--- config.mk ---
export PLATFORM = sky130hd
export DESIGN_NAME = fpln_queue
export DESIGN_NICKNAME = d
export VERILOG_FILES = /design/src/fpln_queue.sv
export SDC_FILE = /design/constraint.sdc
export NUM_CORES = 1
export LEC_CHECK = 0
export ABC_AREA = 1
export BUFFER_PORTS_ARGS = -buffer_cell sky130_fd_sc_hd__buf_4
export CAP_MARGIN = 20
export CORE_ASPECT_RATIO = 0.8
export CORE_MARGIN = 2
export CORE_UTILIZATION = 49
export CTS_CLUSTER_DIAMETER = 100
export CTS_CLUSTER_SIZE = 25
export DETAILED_ROUTE_END_ITERATION = 8
export PLACE_DENSITY = 0.75
export SLEW_MARGIN = 40
export SYNTH_ARGS = -nofsm -noshare
export SYNTH_HDL_FRONTEND = slang
export SYNTH_SLANG_ARGS = --single-unit
--- constraint.sdc ---
create_clock -name clk -period 1.7 [get_ports clk]
set_clock_uncertainty 0.2 [all_clocks]
set_input_delay 0 -clock clk [delete_from_list [all_inputs] [get_ports clk]]
set_output_delay 0 -clock clk [all_outputs]
set_load 0.005 [all_outputs]
--- src/fpln_queue.sv ---
// two-entry transaction queue between the load side and the compute side
// no dependencies
module fpln_queue #(
  parameter int W = 8
) (
  input  logic         clk,
  input  logic         rst,
  input  logic         push,
  input  logic [W-1:0] push_data,
  output logic         not_full,
  input  logic         pop,
  output logic         not_empty,
  output logic [W-1:0] pop_data
);

  logic [W-1:0] slots [2];
  logic         wptr;
  logic         rptr;
  logic [1:0]   fill;

  assign not_full  = fill != 2'd2;
  assign not_empty = fill != 2'd0;
  assign pop_data  = slots[rptr];

  always_ff @(posedge clk) begin
    if (rst) begin
      wptr <= 1'b0;
      rptr <= 1'b0;
      fill <= 2'd0;
    end else begin
      if (push) begin
        wptr <= ~wptr;
      end
      if (pop) begin
        rptr <= ~rptr;
      end
      if (push && !pop) begin
        fill <= fill + 2'd1;
      end else if (pop && !push) begin
        fill <= fill - 2'd1;
      end
    end
  end

  always_ff @(posedge clk) begin
    if (push) begin
      slots[wptr] <= push_data;
    end
  end

endmodule

# --- Yosys cells after proc, flatten, opt, wreduce, memory -nomap -nowiden ---
# Memories as Yosys holds them, arrays and structs flattened. A register that Yosys moved wholly into a read port is not among the register bits.
# Index checks and enable logic that the tools add are counted.
word_totals:
  reg_bits: 4
  ram_bits: 16
  inputBits: 12
  output_inout_bits: 10
  word_cells: 21
  mem_count: 1
op_classes:
  add_sub_neg: 2
  n_eq_ne: 1
  n_mux: 6
  n_bitwise: 2
  reduce_logical: 6
memory_table:
  columns: ["name", "words", "word_bits", "read_ports", "rd_clocked_by_memory_dff", "write_ports", "line", "text"]
  rows:
  - ["slots", 2, 8, 1, 1, 1, "16", "logic [W-1:0] slots [2];"]
ops:
  columns: ["cell", "count"]
  rows:
  - ["$mux W1", 4]
  - ["$mux W2", 2]
  - ["$reduce_bool A2 Y1", 2]
  - ["$add A2 B1 Y2 const B", 1]
  - ["$logic_and A1 B1 Y1", 2]
  - ["$logic_not A1 Y1", 2]
  - ["$ne A2 B2 Y1 const B", 1]
  - ["$not A1 Y1", 2]
  - ["$sub A2 B1 Y2 const B", 1]

# --- Depth between registers and ports, before layout ---
depth:
  ltp_word: 4
  ltp_mapped: 8
  depth_no_buf: 8

# --- Worst setup path before layout ---
# No wires, ideal clock.
synth_path:
  path_type: "register -> register"
  from: "reg wptr"
  to: "mem slots[0][0] (enable)"
  t_arrival_ns: 0.687
  slack_ns: 0.442
  path_stages_with_launch: 2
  n_path_buf: 0
  synth_period_minus_slack_ns: 1.258
  path_cell_list: "dfxtp_1 nor2_1"
synth_rtl:
  columns: ["item", "line", "text"]
  rows:
  - ["start, declared", "17", "logic wptr;"]
  - ["start signal, assigned", "32", "wptr <= ~wptr;"]
  - ["end, declared", "16", null]
# No word-level cell before the write port.

==> results by group <==
Run status
  – Outcome: finished clean

Setup path
  – Critical-path top delay cell: dfxtp_1
  – CP Capture Type: output port
  – FF-to-FF setup slack: around 260 ps
  – Crit Path Max Fanout: 8
  – Critical Path AT: 1410 ps
  – Setup crit end: pop_data[6]
  – Reg2reg start: rptr
  – Crit path cell chain: mux2_4 -> buf_4
  – R2R depth: 3
  – WP data required: 1500 ps
  – CP peak stage delay: roughly 640 ps
  – Reg2reg end: rptr
  – Crit path kind: flip-flop to output port
  – Startpoint Class: flip-flop

Synth
  – Share of the yosys chip area belonging to registers: 69.0%
  – Seq cells post-synth: 21
  – Mean Syn Cell Area: around 14 um^2
  – Mapped cell area: roughly 840 um^2
  – Warning count from the yosys run: 0
  – Synth Instances: between 50 and 60
  – Synth cell types: 16
  – Post-synthesis net count: just over 70

Die
  – Die area: approximately 2100 um^2
  – Die H: 41.1 um
  – Chip width: 50.3 um
  – Cell row count: 13
  – CORE AREA: 1630 um^2
  – Boundary Pins: 22
  – Starting density of the core: 51.7%

Hold path
  – Worst Hold Class: input port to flip-flop

Drt
  – Post-DRT Antenna Nets: 0
  – Post-DR vias/cell: between 4 and 5
  – Vias: about 530
  – Post-Route WL: between 1 and 1.5 mm
  – DRC errors left: 0
  – WL/cell: between 10 and 15 um
  – Initial DRC Count: 7
  – DRT Pass-1 Iters: 4

Clock tree
  – Post-CTS Resized: 0
  – CTS tree: done
  – CTS Sinks: 21
  – CTS buffer count: 3
  – Clk slew on worst S/H paths: between 100 and 150 ps
  – H-tree depth: 1
  – Clk buf depth: 2
  – Clk Latency, worst-skew pair: a little under 300 ps
  – Clock root cell: clkbuf_4

Timing
  – Endpoints failing hold: 0
  – Setup violations, final: 0
  – Max-slew violation count: 0
  – Final critical-path share of the clock period: between 90 and 100%
  – Max_slew headroom: between 60% and 70%
  – FMAX: roughly 620 MHz
  – RSZ-0062 raised after global routing: false
  – Tightest Pin Transition: 489 ps
  – Period minus WS final: about 1600 ps
  – Final worst slack: between 80 and 90 ps
  – TNS Setup: 0 ps

Global routing
  – Global-route wire length before repair: slightly above 2 mm
  – GRT Total Usage: 15.1%
  – Largest net degree at the start of global routing: 12
  – Antenna violations before repair: 0
  – Vias in the first global route: 506
  – Global route overflow: 0

Power
  – Comb pwr share: between 10% and 20%
  – Max VDD drop: just under 0.6 mV
  – Int Power: roughly 790 uW
  – Seq pwr share: 59.7%
  – Clock share of power: ~23%
  – Switching portion of total power: approximately 22%
  – Psw: ~220 uW
  – Leakage: between 0.0005 and 0.0006 uW
  – Pwr/cell area: between 800 and 900 nW/um^2

Placement
  – Setup WS pre-CTS: around 400 ps
  – Post-DP HPWL: roughly 950 um
  – GP Congestion: between 0.7 and 0.8
  – Port bufs: 21

Final layout
  – Fin nets: approximately 110
  – Diodes inserted: 0
  – Share of layout cells above drive strength 1: between 30% and 40%
  – Area grow syn2layout: 39.0%

Run
  – Max-cap violations: 0
==> routing by layer <==
metal | part of all wire, % | vias to the layer above | track usage, %
li1 | - | 269 | -
met1 | 41 | 249 | 14.2
met2 | 53 | 14 | 30.3
met3 | 5.3 | 2 | 3.28
met4 | 0.95 | 0 | 12.2
met5 | 0 | - | 0
==> flip-flops by register name, indices dropped and copies added (netlist names), named ones only <==
| register | flops |
|---|---|
| rptr | 1 |
| fill | 2 |
| slots | 16 |
| wptr | 1 |
==> cell usage after synthesis <==
cell / count / share of area [%]
a21oi_1: 1 / 0.59
buf_6: 1 / 1.3
dfxtp_1: 5 / 12
edfxtp_1: 16 / 57
ha_1: 1 / 1.5
inv_1: 8 / 3.6
inv_2: 1 / 0.45
mux2_4: 8 / 14
nand2_1: 6 / 2.7
nand2_2: 1 / 0.74
nand3_1: 1 / 0.59
nand4_1: 1 / 0.74
nor2_1: 5 / 2.2
nor3_1: 1 / 0.59
o21ai_0: 1 / 0.59
xnor2_1: 1 / 1.0
==> cell families (layout without fill, tap and decap cells) <==
logic type      after synthesis  after routing  synth area share (%)
compound gates                2              2                  1.19
xor+xnor                      1              1                  1.04
fa+ha+maj                     1              1                  1.49
buf+inv                      10             47                  5.36
flops                        21             21                  69.0
mux                           8              8                  14.3
simple gates                 15             15                  7.59
==> placed cells by master (no fill, tap or decap), types with 3 or more instances in the layout <==
master / Yosys / routed
buf_4: 0 / 22
edfxtp_1: 16 / 16
dlygate4sd3_1: 0 / 12
mux2_4: 8 / 8
inv_1: 8 / 8
nand2_1: 6 / 6
nor2_1: 5 / 5
dfxtp_1: 5 / 5
clkbuf_4: 0 / 3
==> repair_timing <==
| item | CTS | global route |
|---|---|---|
| buffers inserted | 0 | 0 |
| hold buffers | 12 | 0 |
| hold endpoints to repair | 23 | 0 |
==> power by group through the flow <==
stage	registers (uW)	clock network (uW)	logic (uW)
2_1_floorplan	608	0	93.5
3_3_place_gp	619	0	151
3_5_place_dp	620	0	156
4_1_cts	608	242	180
5_1_grt	612	256	195
6_report	608	231	179
==> cell type report <==
class | count | area (um^2)
Sequential cell | 21 | 581
Fill cell | 114 | 458
Timing Repair Buffer | 34 | 285
Multi-Input combinational cell | 27 | 215
Inverter | 9 | 33.8
Tap cell | 22 | 27.5
Clock buffer | 4 | 26.3
==> how the worst min path moves through the flow <==
stage | slack (ps) | startpoint | cells after the start | endpoint
2_1_floorplan | -130 | rst | 1 | flip-flop
3_3_place_gp | -10 | push_data[0] | 1 | slots[1][0]
3_5_place_dp | -10 | push_data[4] | 1 | slots[1][4]
4_1_cts | 210 | push_data[0] | 2 | slots[0][0]
5_1_grt | 210 | rst | 3 | flip-flop
6_report | 220 | rst | 3 | flip-flop
==> critical path: cells and delay by family (launching register included) <==
family / cells / cell delay, ps
buf+inv: 1 / 130
flops: 1 / 640
mux: 1 / 340
==> per-stage QoR <==
step	total power [uW]	instances	instance area [um^2]	hold WS, ps	utilization (%)
2_1_floorplan	701	58	841	-128	-
3_3_place_gp	769	101	1020	-14.4	62.8
3_5_place_dp	776	101	1020	-12.0	62.8
4_1_cts	1030	117	1170	214	71.8
5_1_grt	1060	117	1170	208	71.8
6_report	1020	117	1170	225	71.8
Power figures use the tool's default switching activity.
