===== src/fpln_ram.sv =====
// generic simple dual-port ram with registered read
// no dependencies
module fpln_ram #(
  parameter int WIDTH = 8,
  parameter int DEPTH = 16
) (
  input  logic                     clk,
  input  logic                     we,
  input  logic [$clog2(DEPTH)-1:0] waddr,
  input  logic [WIDTH-1:0]         wdata,
  input  logic [$clog2(DEPTH)-1:0] raddr,
  output logic [WIDTH-1:0]         rdata
);

  logic [WIDTH-1:0] mem [DEPTH];

  always_ff @(posedge clk) begin
    if (we) begin
      mem[waddr] <= wdata;
    end
    rdata <= mem[raddr];
  end

endmodule


===== config.mk =====
export PLATFORM = sky130hd
export DESIGN_NAME = fpln_ram
export DESIGN_NICKNAME = d
export VERILOG_FILES = /design/src/fpln_ram.sv
export SDC_FILE = /design/constraint.sdc
export NUM_CORES = 1
export LEC_CHECK = 0
export BUFFER_PORTS_ARGS = -buffer_cell sky130_fd_sc_hd__buf_2
export CORE_MARGIN = 4
export CORE_UTILIZATION = 35
export DETAILED_ROUTE_END_ITERATION = 16
export PLACE_DENSITY_LB_ADDON = 0.3
export SYNTH_ARGS = -nofsm -noshare
export SYNTH_HDL_FRONTEND = slang
export SYNTH_SLANG_ARGS = --single-unit

===== constraint.sdc =====
create_clock -name clk -period 2 [get_ports clk]
set_input_delay 0.4 -clock clk [delete_from_list [all_inputs] [get_ports clk]]
set_output_delay 0.4 -clock clk [all_outputs]
set_load 0.02 [all_outputs]

## After elaboration in Yosys (flattened, before gate mapping)

Memory sizes are Yosys's and may differ from the RTL's. A register that Yosys moved wholly into a read port is not among the register bits.
Cells that the tools add are included.
Widths: inputs -> output; s select.

| word-level totals | value |
|---|---|
| bits in writable memories | 128 |
| word-level logic and storage cells | 3 |
| bits of input ports | 18 |
| output and inout bits | 8 |
| register bits | 0 |
| memories | 1 |

Memories:

| name | words | bits a word | rd ports | clocked after memory_dff | write ports | RTL line | source |
|---|---|---|---|---|---|---|---|
| mem | 16 | 8 | 1 | 1 | 1 | 15 | `logic [WIDTH-1:0] mem [DEPTH];` |

| cells by class | value |
|---|---|
| multiplexer cells | 2 |

Operator list:

| kind | number |
|---|---|
| $mux 1 | 2 |

## Logic depth before layout (Yosys ltp)

Gate-level depths: netlist (run 1).

| depth | value |
|---|---|
| depth in word-level cells | 2 |
| gate-level depth with buffers | 5 |
| depth with buffers taken out | 3 |

## Worst setup path before layout (run 1)

Ideal clock, no wire load.

| timing path | value |
|---|---|
| kind | input to register |
| from | input port waddr[2] |
| to | memory mem[0][0], enable pin |
| arrival time | 1510 ps |
| library setup time | 383 ps |
| data required time | 1617 ps |
| stages on the path | 2 |
| slack | 107 ps |
| path through | or3b_2 nor3_1 |

RTL lines:

| item | RTL line | source |
|---|---|---|
| start, declared | 9 | `input logic [$clog2(DEPTH)-1:0] waddr,` |
| end, declared | 15 |  |

No word-level cell before the write port.

## Worst setup path after layout (run 1)

| timing path | value |
|---|---|
| from | register rdata[7], read port of mem |
| to | output port rdata[7] |

RTL lines:

| item | RTL line | source |
|---|---|---|
| start, declared | 12 | `output logic [WIDTH-1:0] rdata` |

No word-level cell between the ends.

==> impl_metrics.yaml, run 1 <==
clock_network:
  clock_path_buffers: 2
  cts_setup_buffers: 0
  cts_tree: "done"
  htree_num_levels: 4
  cts_root_buffer: "clkbuf_16"
  cts_made_buffers: 17
  clkLatencyLatePin_ns: 0.41
  clk_pin_slew_ns: 0.05
  cts_resized: 0
  clock-sinks: 136
  hold_buffers: 0
worst_setup_path:
  crit_chain: "buf_2"
  arrival_ns: 1.00
  critPathSlowestCell: "dfxtp_1"
  crit_type: "register to output pin"
  required_ns: 1.60
  crit_buf_inv: 1
  crit_path_max_incr_delay_ns: 0.39
  crit_family: "flip-flops"
  start_kind: "register"
  end_kind: "output pin"
  critPathMaxFanout: 1
placement:
  dp_hpwl_mm: 6.91
  port_buffers: 25
  gp_congestion: 0.721
  dp_cells: 452
  pre_cts_ws_ns: 0.166
timing:
  tightest_slew_ns: 0.450
  fin_setup_tns_ns: 0
  fin_crit_sh_pct: 69.9
  finalClockSkew_ns: 0.00516
  rsz0062_at_grt: "no"
  slew_headroom_pct: 70.0
  hold_viol: 0
  slew_violations: 0
  timing.fmax_mhz: 715
  fin_ws_ns: 0.601
  post-route-min-period_ns: 1.40
  setup_viol: 0
floorplan:
  num_rows: 44
  die_w_um: 129
  die_y_um: 129
  initial_core_util_pct: 35.6
  io_pins: 26
  die_area_um2: 16700
  core-area_um2: 14500
grt:
  grt_max_degree: 17
  grt_pass1_wl_mm: 15.9
  antenna_found_initial: 0
  track_usage_pct: 13.7
  gr-total-overflow: 0
  grt_pass1_vias: 2575
synthesis:
  synth_top_cell_area_share_pct: 74.7
  yosys.area.top_type: "edfxtp_1"
  synth_cells: 229
  seq_area_frac_synth_pct: 77.8
  ys_warn_count: 0
  avgSynthCellArea_um2: 22.5
  synth.distinct_cells: 19
  syn_nets: 247
  synthTopCellsByArea: "edfxtp_1, mux4_2, mux4_1"
  synth_area_um2: 5150
  synth-seq-cells: 136
route:
  drc: 0
  wirelength_mm: 10.4
  vias_per_cell: 5.06
  first_pass_iters: 5
  via_count: 2451
  drt-initial-drc-count: 200
  ant_nets: 0
  wl_per_cell_um: 21.5
final_layout:
  n_antenna_cell: 0
  syn_to_final_growth_pct: 20.9
  fin_nets: 305
  layoutNonFillerInstCount: 484
  drive_gt1_share_pct: 32.0
hold_path:
  hold_path_class: "primary input to register"
status:
  status: "complete, no violations"
power_and_ir_drop:
  power.density_nw_per_um2: 1070
  ir_drop_uv: 681
  power_leakage_uw: 0.00212
flow_run:
  maxCapViolations: 0
-- state kept, by name, summed over array words and instances, names as in the netlist --
signal  flops
mem       128
rdata       8
-- final cells by class --
cell class	count	area, um^2
clock inverters	10	126
well taps	184	230
multi-input cells	83	1060
flip-flops and latches	136	4000
fillers	1257	8250
clock buffers	22	464
repair buffers	49	343
-- cells in the final DEF (no fill, tap or decap), types with 2 or more instances in the layout --
cell	netlist	routed
a22oi_1	16	16
buf_12	0	3
buf_2	3	25
buf_4	1	21
bufinv_16	0	3
clkbuf_1	0	3
clkbuf_16	0	17
clkbuf_8	0	2
clkinv_2	0	5
dfxtp_1	8	8
edfxtp_1	128	128
mux4_1	14	14
mux4_2	18	18
nand2_1	9	9
nand2b_1	2	2
nand3b_1	2	2
nor2_1	13	13
nor3_1	4	4
-- cells by family after synthesis --
family,synth area share (%)
flops,77.8
simple gates,3.18
compound gates,2.33
mux,15.0
buf+inv,1.68
-- metal layers --
layer / up-vias / track usage (%) / wire [um]
li1: 1088 / - / -
met1: 1278 / 19.9 / 4970
met2: 72 / 19.3 / 4660
met3: 13 / 5.15 / 657
met4: 0 / 4.08 / 114
met5: - / 0 / 0
-- Yosys cell counts --
master           instances
buf_4                    1
nand2_1                  9
or3b_2                   1
nor2_1                  13
clkdlybuf4s25_2          3
buf_6                    3
nor2b_1                  1
and2_1                   1
mux4_2                  18
buf_2                    3
dfxtp_1                  8
nand2b_1                 2
nor3_1                   4
a22oi_1                 16
edfxtp_1               128
mux4_1                  14
nand3_1                  1
nand3b_1                 2
and2b_1                  1
-- path summary, 6_finish.rpt --
path	startpoint	endpoint	slack, ns	depth (start not counted)
worst max-delay path	rdata[7]	rdata[7]	0.60	1
worst min-delay path	wdata[3]	mem[4][3]	0.37	1
worst max register to register	mem[7][6]	rdata[6]	0.66	4
worst min register to register	mem[14][1]	rdata[1]	0.66	3
-- power breakdown --
part	internal, uW	leakage (uW)	switching [uW]
logic	138	0.000609	189
registers	3190	0.00122	22.0
clock network	2010	0.000291	1100
-- stage by stage --
stage	util, %	hold slack, ns	total power (uW)	area (um^2)
floorplan	-	0.499	3440	5150
global placement	38.9	0.655	3600	5630
detailed placement	38.9	0.655	3600	5630
CTS	43.0	0.356	6710	6220
global route	43.0	0.364	6890	6220
finish	43.0	0.373	6640	6220
No activity file was read; power rests on OpenSTA's default activity.
==> inputs of run 2 (changes only) <==
- clock period: 2 -> 1.4 ns (I/O delays scaled with it)
==> run 2 against run 1 <==
Against the previous run:
- via count is 2.6% lower
- critical path type is now register to register
- critical path depth increased by 2
- wire length shrank 11%
- die area did not move
- sequential share of layout area decreased by 1.8 points
- worst hold slack worse by 0.12 ns
==> impl_metrics.yaml, run 2 (synthesis results as in run 1) <==
final_layout:
  drive_gt1_share_pct: 35.2
  syn_to_final_growth_pct: 24.5
  fin_nets: 309
  top_register: "mem"
  largestRegisters: "mem x128, rdata x8"
  nFillCells: 1225
  final_common_cell: "edfxtp_1"
  n_antenna_cell: 0
  final_area_um2: 6410
  layout_common_cells: "edfxtp_1, buf_2, buf_4, mux4_2, clkbuf_16"
  largest_reg_flops: 128
route:
  wl_per_cell_um: 18.9
  wirelength_mm: 9.24
  ant_nets: 0
  drc: 0
  first_pass_iters: 4
  drt-initial-drc-count: 179
  via_count: 2387
  vias_per_cell: 4.89
clock_network:
  clk_pin_slew_ns: 0.06
  cts_made_buffers: 17
  cts_resized: 0
  cts_setup_buffers: 0
  clkLatencyLatePin_ns: 0.41
  htree_num_levels: 4
  clock_path_buffers: 2
  cts_root_buffer: "clkbuf_16"
  clock-sinks: 136
  cts_tree: "done"
  hold_buffers: 0
timing:
  fin_crit_sh_pct: 93.2
  finalClockSkew_ns: 0.00651
  fin_setup_tns_ns: 0
  tightest_slew_ns: 0.764
  slew_headroom_pct: 49.0
  timing.fmax_mhz: 766
  hold_viol: 0
  post-route-min-period_ns: 1.31
  slew_violations: 0
  rsz0062_at_grt: "no"
  fin_hold_ws_ns: 0.249
  setup_viol: 0
worst_setup_path:
  reg2regPathDepth: 3
  crit_path_max_incr_delay_ns: 0.50
  reg2reg_slack_ns: 0.09
  required_ns: 1.69
  crit_family: "multiplexers"
  arrival_ns: 1.60
  crit_chain: "mux4_1 > a22oi_1 > nand2_1"
  start_kind: "register"
  crit_type: "register to register"
  reg2reg_from: "mem[0][2]"
  crit_buf_inv: 0
  timing.rr.end: "rdata[2]"
  critPathMaxFanout: 1
  critPathSlowestCell: "mux4_1"
  end_kind: "register"
floorplan:
  io_pins: 26
  die_w_um: 129
  num_rows: 44
  die_y_um: 129
  initial_core_util_pct: 35.6
  core-area_um2: 14500
  die_area_um2: 16700
hold_path:
  hold_path_end: "mem[14][5]"
  hold_path_class: "primary input to register"
  holdPathStages: 1
  hold_start: "wdata[5]"
power_and_ir_drop:
  power.density_nw_per_um2: 1550
  power_leakage_uw: 0.00218
  ir_drop_uv: 740
placement:
  port_buffers: 25
  gp_congestion: 0.702
  dpl-instance-area_um2: 5750
  dp_hpwl_mm: 6.34
grt:
  gr-total-overflow: 0
  grt_pass1_vias: 2582
  grt_max_degree: 17
  track_usage_pct: 12.3
  grt_pass1_wl_mm: 14.8
  antenna_found_initial: 0
flow_run:
  maxCapViolations: 0
status:
  status: "complete, no violations"
-- run 2: area by class of cell --
cell class / count / area (um^2) / area share [%]
Clock buffer: 20 / 437 / 6.82
Tap cell: 184 / 230 / 3.59
Timing Repair Buffer: 53 / 423 / 6.60
Multi-Input combinational cell: 83 / 1090 / 17.0
Clock inverter: 12 / 224 / 3.50
Sequential cell: 136 / 4000 / 62.5
-- run 2: how the worst max path moves through the flow --
stage / endpoint / cells past startpoint / startpoint
after global placement: rdata[4] / 5 / raddr[0]
final: rdata[2] / 3 / mem[0][2]
after global routing: rdata[2] / 3 / mem[5][2]
after detailed placement: rdata[4] / 5 / raddr[0]
after CTS: rdata[2] / 3 / mem[5][2]
after floorplan: rdata[1] / 5 / raddr[0]
-- run 2: per-layer routing --
| metal | part of all wire (%) | track usage (%) | vias up |
|---|---|---|---|
| li1 | - | - | 1104 |
| met1 | 45 | 15.9 | 1231 |
| met2 | 51 | 19.8 | 40 |
| met3 | 3.2 | 3.54 | 12 |
| met4 | 1.3 | 4.63 | 0 |
| met5 | 0 | 0 | - |
-- run 2: power by group --
part	total (uW)	switching [uW]	internal, uW
combinational	470	260	209
sequential	4580	28.4	4550
clock	4910	1570	3340
-- run 2: stage by stage --
stage,std cells,power [uW],worst slack (ns),utilization [%]
final,488,9960,0.0946,44.2
after global placement,456,5140,-0.290,39.7
after detailed placement,456,5150,-0.279,39.7
after floorplan,229,4930,-0.0165,-
after CTS,488,10100,0.0461,44.2
after global routing,488,10300,0.0163,44.2
