$ cat config.mk
export PLATFORM = sky130hd
export DESIGN_NAME = fpln_front
export DESIGN_NICKNAME = d
export VERILOG_FILES = /design/src/fpln_pkg.sv /design/src/fpln_front.sv
export SDC_FILE = /design/constraint.sdc
export NUM_CORES = 1
export LEC_CHECK = 0
export BUFFER_PORTS_ARGS = -buffer_cell sky130_fd_sc_hd__clkbuf_2
export CAP_MARGIN = 20
export CORE_ASPECT_RATIO = 0.75
export CORE_UTILIZATION = 35
export CTS_CLUSTER_SIZE = 28
export DETAILED_ROUTE_END_ITERATION = 10
export GPL_TIMING_DRIVEN = 0
export PLACE_DENSITY = 0.79
export SYNTH_ARGS = -nofsm -noshare
export SYNTH_HDL_FRONTEND = slang
export SYNTH_SLANG_ARGS = --single-unit
$ cat constraint.sdc
create_clock -name clk -period 3.2 [get_ports clk]
set_input_delay 0.64 -clock clk [delete_from_list [all_inputs] [get_ports clk]]
set_output_delay 0.64 -clock clk [all_outputs]
set_load 0.01 [all_outputs]
$ cat src/fpln_pkg.sv
// shared types and constants for the fixed-point layer norm block
// no dependencies
package fpln_pkg;

  localparam int X_W          = 25;
  localparam int Y_W          = 32;
  localparam int LIM_W        = 31;
  localparam int DIV_NW       = 64;
  localparam int DIV_DW       = 32;
  localparam int NEWTON_STEPS = 8;

  localparam logic [DIV_DW-1:0] SCALE      = 32'd59049;
  localparam logic [DIV_NW-1:0] SCALE_SQ   = 64'd3486784401;
  localparam logic [DIV_NW-1:0] VAR_BIAS   = 64'd35;
  localparam logic [15:0]       HALF_SCALE = 16'd29524;

  // ceil(2^48 / scale), exact for 32-bit dividends below scale * 2^16
  localparam logic [32:0] RECIP_SCALE =
    33'(((65'd1 << 48) + 65'(SCALE) - 65'd1) / 65'(SCALE));

  localparam logic [LIM_W-1:0] CLAMP_RESET = 31'h7FFF_FFFF;

  // register index as seen on paddr[2]
  localparam logic CFG_CLAMP_LIMIT = 1'b0;

  typedef struct packed {
    logic valid;
    logic bank;
  } rel_t;

  typedef enum logic [4:0] {
    B_IDLE,
    B_MEAN_GO,
    B_MEAN_WAIT,
    B_V_RD,
    B_V_DIFF,
    B_V_MUL,
    B_V_ACC,
    B_VAR_GO,
    B_VAR_WAIT,
    B_LOG,
    B_NEWT_GO,
    B_NEWT_WAIT,
    B_RSTD_GO,
    B_RSTD_WAIT,
    B_O_RD,
    B_O_CEN,
    B_O_MUL1,
    B_O_DIV1_GO,
    B_O_DIV1_WAIT,
    B_O_MUL2,
    B_O_DIV2_GO,
    B_O_DIV2_WAIT,
    B_O_PUSH
  } bstate_t;

endpackage

$ cat src/fpln_front.sv
// load side: stores row elements into a ping-pong buffer and queues finished rows
// depends on fpln_pkg
module fpln_front #(
  parameter int MAX_COLS = 64
) (
  input  logic                               clk,
  input  logic                               rst,
  input  logic                               item_valid,
  output logic                               item_ready,
  input  logic signed [fpln_pkg::X_W-1:0]    x_value,
  input  logic signed [fpln_pkg::X_W-1:0]    gain,
  input  logic signed [fpln_pkg::X_W-1:0]    offset,
  input  logic                               last_in_row,
  output logic                               we,
  output logic [((MAX_COLS > 1) ? $clog2(MAX_COLS) : 1):0] waddr,
  output logic [3*fpln_pkg::X_W-1:0]         wdata,
  output logic                               push,
  output logic [$clog2(MAX_COLS+1)+fpln_pkg::X_W+$clog2(MAX_COLS+1):0] push_data,
  input  logic                               q_not_full,
  input  fpln_pkg::rel_t                     rel
);

  localparam int CW = $clog2(MAX_COLS + 1);
  localparam int IW = (MAX_COLS > 1) ? $clog2(MAX_COLS) : 1;
  localparam int SW = fpln_pkg::X_W + CW;

  logic [CW-1:0]        count;
  logic signed [SW-1:0] sum;
  logic                 wbank;
  logic [1:0]           busy;
  logic                 take;
  logic                 row_end;
  logic signed [SW-1:0] sum_next;
  logic [CW-1:0]        n_next;

  assign item_ready = !busy[wbank] && q_not_full;
  assign take       = item_valid && item_ready;
  assign row_end    = last_in_row || (count == CW'(MAX_COLS - 1));
  assign sum_next   = sum + SW'(x_value);
  assign n_next     = count + CW'(1);

  assign we        = take;
  assign waddr     = {wbank, count[IW-1:0]};
  assign wdata     = {x_value, gain, offset};
  assign push      = take && row_end;
  assign push_data = {wbank, n_next, sum_next};

  always_ff @(posedge clk) begin
    if (rst) begin
      count <= '0;
      sum   <= '0;
      wbank <= 1'b0;
      busy  <= 2'b00;
    end else begin
      if (rel.valid) begin
        busy[rel.bank] <= 1'b0;
      end
      if (take) begin
        if (row_end) begin
          count       <= '0;
          sum         <= '0;
          wbank       <= ~wbank;
          busy[wbank] <= 1'b1;
        end else begin
          count <= n_next;
          sum   <= sum_next;
        end
      end
    end
  end

endmodule

==> Word-level counts from Yosys, hierarchy flattened <==
Cells that the tools add are included.
{ "totals": {"regBits": 42, "inputBits": 82, "out_inout_bits": 125, "wordCells": 35} }
{ "op_classes": {"add_sub_neg": 2, "order_cmp": 4, "eq_ne": 1, "muxes": 12, "bitwise": 4, "reduce_logical": 8} }
{ "op_table": {"columns": ["op", "count"], "rows": [
  ["adder 32 x 25 -> 32 bit", 1],
  ["2-to-1 mux 32 bit", 1],
  ["2-to-1 mux 2 bit", 4],
  ["adder 7 x 1 -> 7 bit, second input constant", 1],
  ["== test 7 x 6 -> 1 bit, second input constant", 1],
  ["2-to-1 mux 7 bit", 1],
  ["logical AND 1 bit", 5],
  ["< comparator 1 x 2 -> 1 bit, second input constant", 2],
  ["2-to-1 mux 1 bit", 4],
  ["bitwise AND 2 bit", 1],
  ["demux 1 bit (select 1 bit)", 2],
  ["greater-or-equal comparator 1 bit, second input constant", 2],
  ["inverter 2 bit", 1],
  ["bitwise OR 2 bit", 1],
  ["AND reduction 2 bit", 1],
  ["logical NOT 1 bit", 1],
  ["logical OR 1 bit", 1],
  ["inverter 1 bit", 1]
]} }

==> Longest topological paths before layout <==
Gate-level depths: netlist of run 1.
{ "depth": {"ltp_word": 11, "depth_mapped": 10, "ltp_nobuf": 10} }

==> Worst setup path after synthesis of run 1 <==
OpenSTA, ideal clock, no wires.
{ "synth_path": {"kind": "in2out", "from": "in x_value[9] (netlist bit)", "to": "out push_data[31] (netlist bit)", "t_arrival_ns": 2.722, "required_ns": 2.560, "slack_ns": -0.162, "path_stages": 9, "n_path_buf": 0, "path_cell_list": "ha_1 > a21o_1 > a221o_1 > o31ai_2 > a2111oi_2 > o2111ai_1 > mux2i_1 > nand2b_1 > xnor2_1"} }
{ "synth_between": {"elab_chain_len": 1} }
{ "synth_rtl": {"columns": ["item", "line", "source"], "rows": [
  ["from (decl)", "fpln_front.sv:10", "input logic signed [fpln_pkg::X_W-1:0] x_value,"],
  ["adder 32 x 25 -> 32 bit", "fpln_front.sv:39", "assign sum_next = sum + SW'(x_value);"],
  ["to (decl)", "fpln_front.sv:18", "output logic [$clog2(MAX_COLS+1)+fpln_pkg::X_W+$clog2(MAX_COLS+1):0] push_data,"]
]} }
Every way passes these cells.

==> Worst setup path in the final report of run 1 <==
{ "layout_path": {"from": "in x_value[6] (netlist bit)", "to": "out push_data[31] (netlist bit)"} }
The elaborated chain is that of the path after synthesis.

==> key figures, run 1 <==
STA
  – Final Max Tran Viols: 0
  – Tcrit/Tclk final: 1.13
  – Hold_ws: 0.484 ns
  – Final setup viols: 17
  – Worst slew margin: 0.454
  – Fin crit period: 3.62 ns
  – RSZ-0062 raised after global routing: yes
  – Clock skew: 0.00366 ns
  – Worst-Margin Slew: 0.816 ns
  – Final worst-path setup slack: -0.424 ns
  – Final Hold Viols: 0
  – Fmax: 276 MHz

Route
  – Routed Antenna Nets: 0
  – Met2 Routed Length: 5950 um
  – Met1 WL: 5020 um
  – Vias per Instance: 5.20
  – Post-Route WL: 12200 um
  – Via Count: 4097
  – Highest metal used: met4
  – DRC Markers: 0
  – First drt pass iteration count: 4
  – Metal3 WL: 948 um
  – Drt wl/cell: 15.5 um
  – DRT iter0 DRCs: 172

Worst setup path
  – Worst Setup Start Kind: input pin
  – Cell Chain, Critical Path: buf_2 -> ha_4 -> nand4_1 -> a211oi_2 -> o31ai_4 -> a2111oi_4 -> o2111ai_2 -> mux2i_1 -> nand2b_4 -> xnor2_2 -> buf_2
  – WS Path Type: in2out
  – CP peak stage delay: 0.40 ns
  – CP required: 2.56 ns
  – Crit path DAT: 2.98 ns
  – Most used cell, CP: buf_2
  – CP max-delay cell: a211oi_2
  – Worst-path fanout max: 3
  – Worst setup EP type: output port

Floorplan
  – Initial Util: 0.365
  – Die X: 122 um
  – Die Y: 92.4 um
  – Boundary pin count: 207
  – Core area: 0.0105 mm^2
  – Die Area: 0.0113 mm^2
  – Placement Rows: 32

Clocking
  – Clk_lat worst skew: 0.29 ns
  – CTS sink count: 42
  – Cts bufs inserted: 5
  – TritonCTS clock tree: built
  – Clk slew on worst S/H paths: 0.06 ns
  – Clock Path Buffers: 2
  – Post-CTS Hold Buffers: 0
  – CTS root buffer: clkbuf_16
  – CTS H-tree lvls: 2

Power
  – Int Pwr: 1.23 mW
  – Pwr Density: 328 mW/mm^2
  – P_sw: 0.587 mW
  – Switching Fraction: 0.323
  – Peak supply drop: 0.184 mV
  – Flop pwr share: 0.306
  – Clock share of power: 0.324
  – Design Power: 1.81 mW
  – LEAKAGE: 2.85 nW
  – Combinational share of power: 0.370

Final layout
  – Commonest cells after routing, fill and taps aside: clkbuf_2 (133), buf_4 (110), dfxtp_1 (42)
  – Diode count: 0
  – P&R area growth vs syn: 45.0%
  – Final core area utilization: 0.529
  – Share of cells above drive strength 1: 0.506
  – Layout Nets: 766
  – Commonest non-fill, non-tap cell in the layout: clkbuf_2

Synth
  – Yosys Warn Count: 0
  – Avg Inst Size Synth: 8.18 um^2
  – Yosys cell types: 52
  – Asr flop ratio synth: 0
  – Cells after Synth: 466
  – Post-synth EDFFs: 0
  – Ys flop type: dfxtp_1
  – #FFs+latches synth: 42
  – Post-synth net total: 581
  – Post-Syn Area: 0.00381 mm^2
  – Sequential cell area fraction in the yosys report: 0.221

Placement
  – Routability cong.: 0.900
  – DP Worst Slack: -0.554 ns
  – Port Buffers: 155
  – Post-detail-place hpwl: 8780 um

Run status
  – Failing checks: setup timing
  – Status: finished, violations left

Min path
  – Hold crit path type: reg2reg

Global routing
  – Antenna violations before repair: 0
  – Global-route wire length before repair: 18200 um
  – Number of global-route vias before repair: 3781
  – Pin count of the biggest net entering global routing: 14
  – Gr usage total: 0.201
  – Total grt overflow: 0

Run
  – Max Cap Viol: 0
[path summary, 6_finish.rpt]
path	cells past startpoint	from	slack (ns)	end
setup / recovery	11	x_value[6]	-0.42	push_data[31]
hold / removal	1	sum[19]$_SDFFE_PP0P_	0.48	sum[19]$_SDFFE_PP0P_
setup reg to reg	13	sum[9]$_SDFFE_PP0P_	0.31	sum[23]$_SDFFE_PP0P_
hold reg to reg	1	sum[19]$_SDFFE_PP0P_	0.48	sum[19]$_SDFFE_PP0P_
[through the flow]
step / setup TNS [ns] / cell area (um^2) / std cells
final: -3.88 / 5520 / 788
after floorplan: -0.0199 / 3920 / 466
after global placement: -3.88 / 4860 / 757
after detailed placement: -4.41 / 4860 / 757
after CTS: -2.59 / 5290 / 778
after global routing: -4.89 / 5520 / 788
[cells by family after synthesis]
kind of cell,Yosys count,synth area share
compound gates,138,0.261
xor+xnor,35,0.0805
fa+ha+maj,33,0.110
buf+inv,119,0.199
flops,42,0.221
mux,3,0.00788
simple gates,96,0.120
[Yosys cell counts (all sizes together), types with 2 or more instances]
library cell  instances  area, um^2
dfxtp                42         841
inv                  13        48.8
o21ai                19        98.9
a22oi                19         143
nand3b                2        15.0
a21o                 20         150
o211ai                2        20.0
xor2                 11        96.3
a31oi                 2        12.5
clkbuf               20        75.1
a21oi                34         170
buf                  85         632
o21a                  2        16.3
nand2                19        71.3
o21bai                6        45.0
nor2b                 2        12.5
nand3                11        55.1
or3                   2        12.5
o2111ai               2        17.5
nand2b                2        12.5
a22o                 17         149
and2                  3        18.8
nor3                  3        15.0
nand4                10        62.6
and3                  7        43.8
nor2                 33         124
a41oi                 2        32.5
xnor2                24         210
mux2i                 3        30.0
ha                   32         400
a211oi                2        15.0
o31ai                 2        33.8
[sequential cells by signal, summed over array words and instances (netlist names)]
register,count
wbank,1
busy,2
count,7
sum,32
[power by group through the flow]
| stage | Clock (mW) | Combinational, mW | Sequential, mW |
|---|---|---|---|
| finish | 0.588 | 0.672 | 0.554 |
| global route | 0.614 | 0.724 | 0.556 |
| CTS | 0.595 | 0.611 | 0.554 |
| detailed placement | 0 | 0.568 | 0.565 |
| global placement | 0 | 0.553 | 0.564 |
| floorplan | 0 | 0.375 | 0.562 |
[what timing repair did]
| action | CTS | global route |
|---|---|---|
| gates resized for setup | 24 | 49 |
| setup buffers | 16 | 15 |
| pin swaps | 30 | 20 |
| endpoints found under the setup margin | 17 | 30 |
| gates cloned | 0 | 0 |
[layout make-up]
class	instances	area, um^2
Fill cell	913	4930
Sequential cell	42	841
Multi-Input combinational cell	305	2540
Clock inverter	3	40.0
Tap cell	136	170
Buffer	96	674
Clock buffer	5	125
Inverter	14	52.6
Timing Repair Buffer	187	1080
[routing by layer]
layer | track usage | up-vias
li1 | - | 1950
met1 | 0.253 | 1909
met2 | 0.345 | 206
met3 | 0.0413 | 32
met4 | 0.0528 | 0
met5 | 0 | -
[worst max-delay path, delay by kind of cell]
kind            cells  cell delay [ns]
fa+ha+maj           1             0.27
compound gates      4             1.08
simple gates        2             0.40
buf+inv             2             0.27
xor+xnor            1             0.11
mux                 1             0.22
No activity file was read; power rests on OpenSTA's default activity.
==> run 2: changes to the inputs <==
- CTS_BUF_LIST: default -> sky130_fd_sc_hd__clkbuf_4 sky130_fd_sc_hd__clkbuf_8
- PLACE_DENSITY: 0.79 -> default
- PLACE_DENSITY_LB_ADDON: default -> 0.05
- SLEW_MARGIN: default -> 5
==> key figures, run 2 (synthesis results as in run 1) <==
STA
  – Fin crit period: 3.60 ns (was 3.62 ns)
  – Worst-Margin Slew: 0.823 ns (was 0.816 ns)
  – Tcrit/Tclk final: 1.12 (was 1.13)
  – Fmax: 278 MHz (was 276 MHz)
  – Final Max Tran Viols: 0 (unchanged)
  – Final Hold Viols: 0 (unchanged)
  – Final worst-path setup slack: -0.396 ns (was -0.424 ns)
  – Worst slew margin: 0.449 (was 0.454)
  – Clock skew: 0.00797 ns (was 0.00366 ns)
  – Hold_ws: 0.486 ns (was 0.484 ns)
  – RSZ-0062 raised after global routing: yes (unchanged)
  – Final setup viols: 17 (unchanged)

Worst setup path
  – Worst setup EP type: output port (unchanged)
  – WS Path Type: in2out (unchanged)
  – Cell Chain, Critical Path: buf_8 -> ha_4 -> nand4_1 -> a211oi_2 -> o31ai_4 -> a2111oi_4 -> o2111ai_2 -> mux2i_1 -> nand2b_4 -> xnor2_2 -> buf_2 (was buf_2 -> ha_4 -> nand4_1 -> a211oi_2 -> o31ai_4 -> a2111oi_4 -> o2111ai_2 -> mux2i_1 -> nand2b_4 -> xnor2_2 -> buf_2)
  – CP max-delay cell: a211oi_2 (unchanged)
  – CP required: 2.56 ns (about the same)
  – Worst-path fanout max: 4 (was 3)
  – CP peak stage delay: 0.39 ns (was 0.40 ns)
  – Crit path DAT: 2.96 ns (was 2.98 ns)
  – Worst Setup Start Kind: input pin (unchanged)

Route
  – DRC Markers: 0 (unchanged)
  – Via Count: 3915 (was 4097)
  – Vias per Instance: 5.02 (was 5.20)
  – Drt wl/cell: 14.0 um (was 15.5 um)
  – Post-Route WL: 10900 um (was 12200 um)
  – Routed Antenna Nets: 0 (unchanged)
  – First drt pass iteration count: 5 (was 4)
  – DRT iter0 DRCs: 201 (was 172)

Global routing
  – Global-route wire length before repair: 16900 um (was 18200 um)
  – Number of global-route vias before repair: 3408 (was 3781)
  – Gr usage total: 0.188 (was 0.201)
  – Pin count of the biggest net entering global routing: 16 (was 14)
  – Total grt overflow: 0 (unchanged)
  – Antenna violations before repair: 0 (unchanged)

Power
  – Peak supply drop: 0.136 mV (was 0.184 mV)
  – Switching Fraction: 0.361 (was 0.323)
  – Int Pwr: 1.01 mW (was 1.23 mW)
  – Clock share of power: 0.243 (was 0.324)
  – Flop pwr share: 0.350 (was 0.306)
  – Design Power: 1.58 mW (was 1.81 mW)
  – LEAKAGE: 2.78 nW (was 2.85 nW)
  – P_sw: 0.570 mW (was 0.587 mW)
  – Pwr Density: 292 mW/mm^2 (was 328 mW/mm^2)
  – Combinational share of power: 0.407 (was 0.370)

Clocking
  – CTS root buffer: clkbuf_8 (was clkbuf_16)
  – CTS H-tree lvls: 2 (unchanged)
  – Clock Path Buffers: 2 (unchanged)
  – TritonCTS clock tree: built (unchanged)
  – Clk slew on worst S/H paths: 0.09 ns (was 0.06 ns)
  – CTS sink count: 42 (unchanged)
  – Cts bufs inserted: 5 (unchanged)
  – Clk_lat worst skew: 0.31 ns (was 0.29 ns)
  – Post-CTS Hold Buffers: 0 (unchanged)

Placement
  – Port Buffers: 155 (unchanged)
  – Dpl cells: 758 (was 757)
  – DP Worst Slack: -0.587 ns (was -0.554 ns)
  – Post-detail-place hpwl: 8340 um (was 8780 um)
  – Routability cong.: 0.809 (was 0.900)

Final layout
  – Biggest regs: sum: 32 flops, count: 7 flops, busy: 2 flops (unchanged)
  – Diode count: 0 (unchanged)
  – Biggest register: sum (unchanged)
  – Number of flip-flops in the largest register: 32 (unchanged)
  – Share of cells above drive strength 1: 0.500 (was 0.506)
  – P&R area growth vs syn: 42.1% (was 45.0%)
  – Final core area utilization: 0.518 (was 0.529)
  – Commonest cells after routing, fill and taps aside: clkbuf_2 (133), buf_4 (104), dfxtp_1 (42) (was clkbuf_2 (133), buf_4 (110), dfxtp_1 (42))
  – Final std cells w/o fill: 780 (was 788)
  – Commonest non-fill, non-tap cell in the layout: clkbuf_2 (unchanged)
  – Layout Nets: 758 (was 766)
  – Filler Cell Count: 1007 (was 913)

Run status
  – Failing checks: setup timing (unchanged)
  – Status: finished, violations left (unchanged)

Floorplan
  – Placement Rows: 32 (unchanged)
  – Die Y: 92.4 um (unchanged)
  – Initial Util: 0.365 (unchanged)
  – Die Area: 0.0113 mm^2 (unchanged)
  – Die X: 122 um (unchanged)
  – Boundary pin count: 207 (unchanged)
  – Core area: 0.0105 mm^2 (unchanged)

Min path
  – Hold crit path type: reg2reg (unchanged)

Run
  – Max Cap Viol: 0 (unchanged)
## run 2: changes by cell type in the layout (fill, tap and decap cells not counted), sizes merged
cell,delta
clkbuf,-2
buf,-6
bufinv,-1
inv,+1
clkinvlp,+1
clkinv,-1
## run 2: routing by layer
layer | vias to the layer above | track usage | part of all wire | routed length [um]
met5 | - | 0 | 0 | 0
met4 | 0 | 0.0437 | 0.0081 | 89
met3 | 7 | 0.0357 | 0.081 | 881
met2 | 190 | 0.276 | 0.41 | 4480
met1 | 1785 | 0.279 | 0.50 | 5490
li1 | 1933 | - | - | -
## run 2: metrics by stage
stage,instance area [um^2],setup TNS [ns]
4_1_cts,5220,-3.20
6_report,5410,-3.04
5_1_grt,5410,-4.51
3_3_place_gp,4860,-4.75
3_5_place_dp,4870,-4.78
2_1_floorplan,3920,-0.0199
## run 2: cell type report
cell class / instances / area [um^2] / area share
tap: 136 / 170 / 0.0314
clock buffer: 5 / 68.8 / 0.0127
multi-input combinational: 305 / 2550 / 0.472
buffer: 94 / 666 / 0.123
sequential: 42 / 841 / 0.155
clock inverter: 3 / 25.0 / 0.00462
timing repair buffer: 181 / 1030 / 0.191
inverter: 14 / 52.6 / 0.00971
## run 2: critical path: cells and delay by family
| family | cells | cell delay (ns) |
|---|---|---|
| AND/OR/NAND/NOR | 2 | 0.42 |
| XOR/XNOR | 1 | 0.10 |
| AO/OA/AOI/OAI | 4 | 1.07 |
| buffers and inverters | 2 | 0.24 |
| multiplexers | 1 | 0.21 |
| adder cells (fa/ha/maj) | 1 | 0.27 |
## run 2: repair_timing
item,in CTS,in global routing
buffers inserted,16,10
pin swaps,27,27
gates resized for setup,23,54
setup endpoints to repair,19,22
## run 2: path summary, 6_finish.rpt
kind,start,to,slack [ns],depth (start not counted)
worst max register to register,count[0]$_SDFFE_PP0P_,sum[31]$_SDFFE_PP0P_,0.37,10
worst min-delay path,sum[21]$_SDFFE_PP0P_,sum[21]$_SDFFE_PP0P_,0.49,1
worst min register to register,sum[21]$_SDFFE_PP0P_,sum[21]$_SDFFE_PP0P_,0.49,1
worst max-delay path,x_value[7],push_data[31],-0.40,11
## run 2: power groups by stage
stage               clock network [mW]  registers (mW)  logic (mW)
floorplan                            0           0.562       0.375
global route                     0.425           0.555       0.701
finish                           0.384           0.553       0.643
global placement                     0           0.564       0.559
detailed placement                   0           0.565       0.565
CTS                              0.404           0.553       0.605
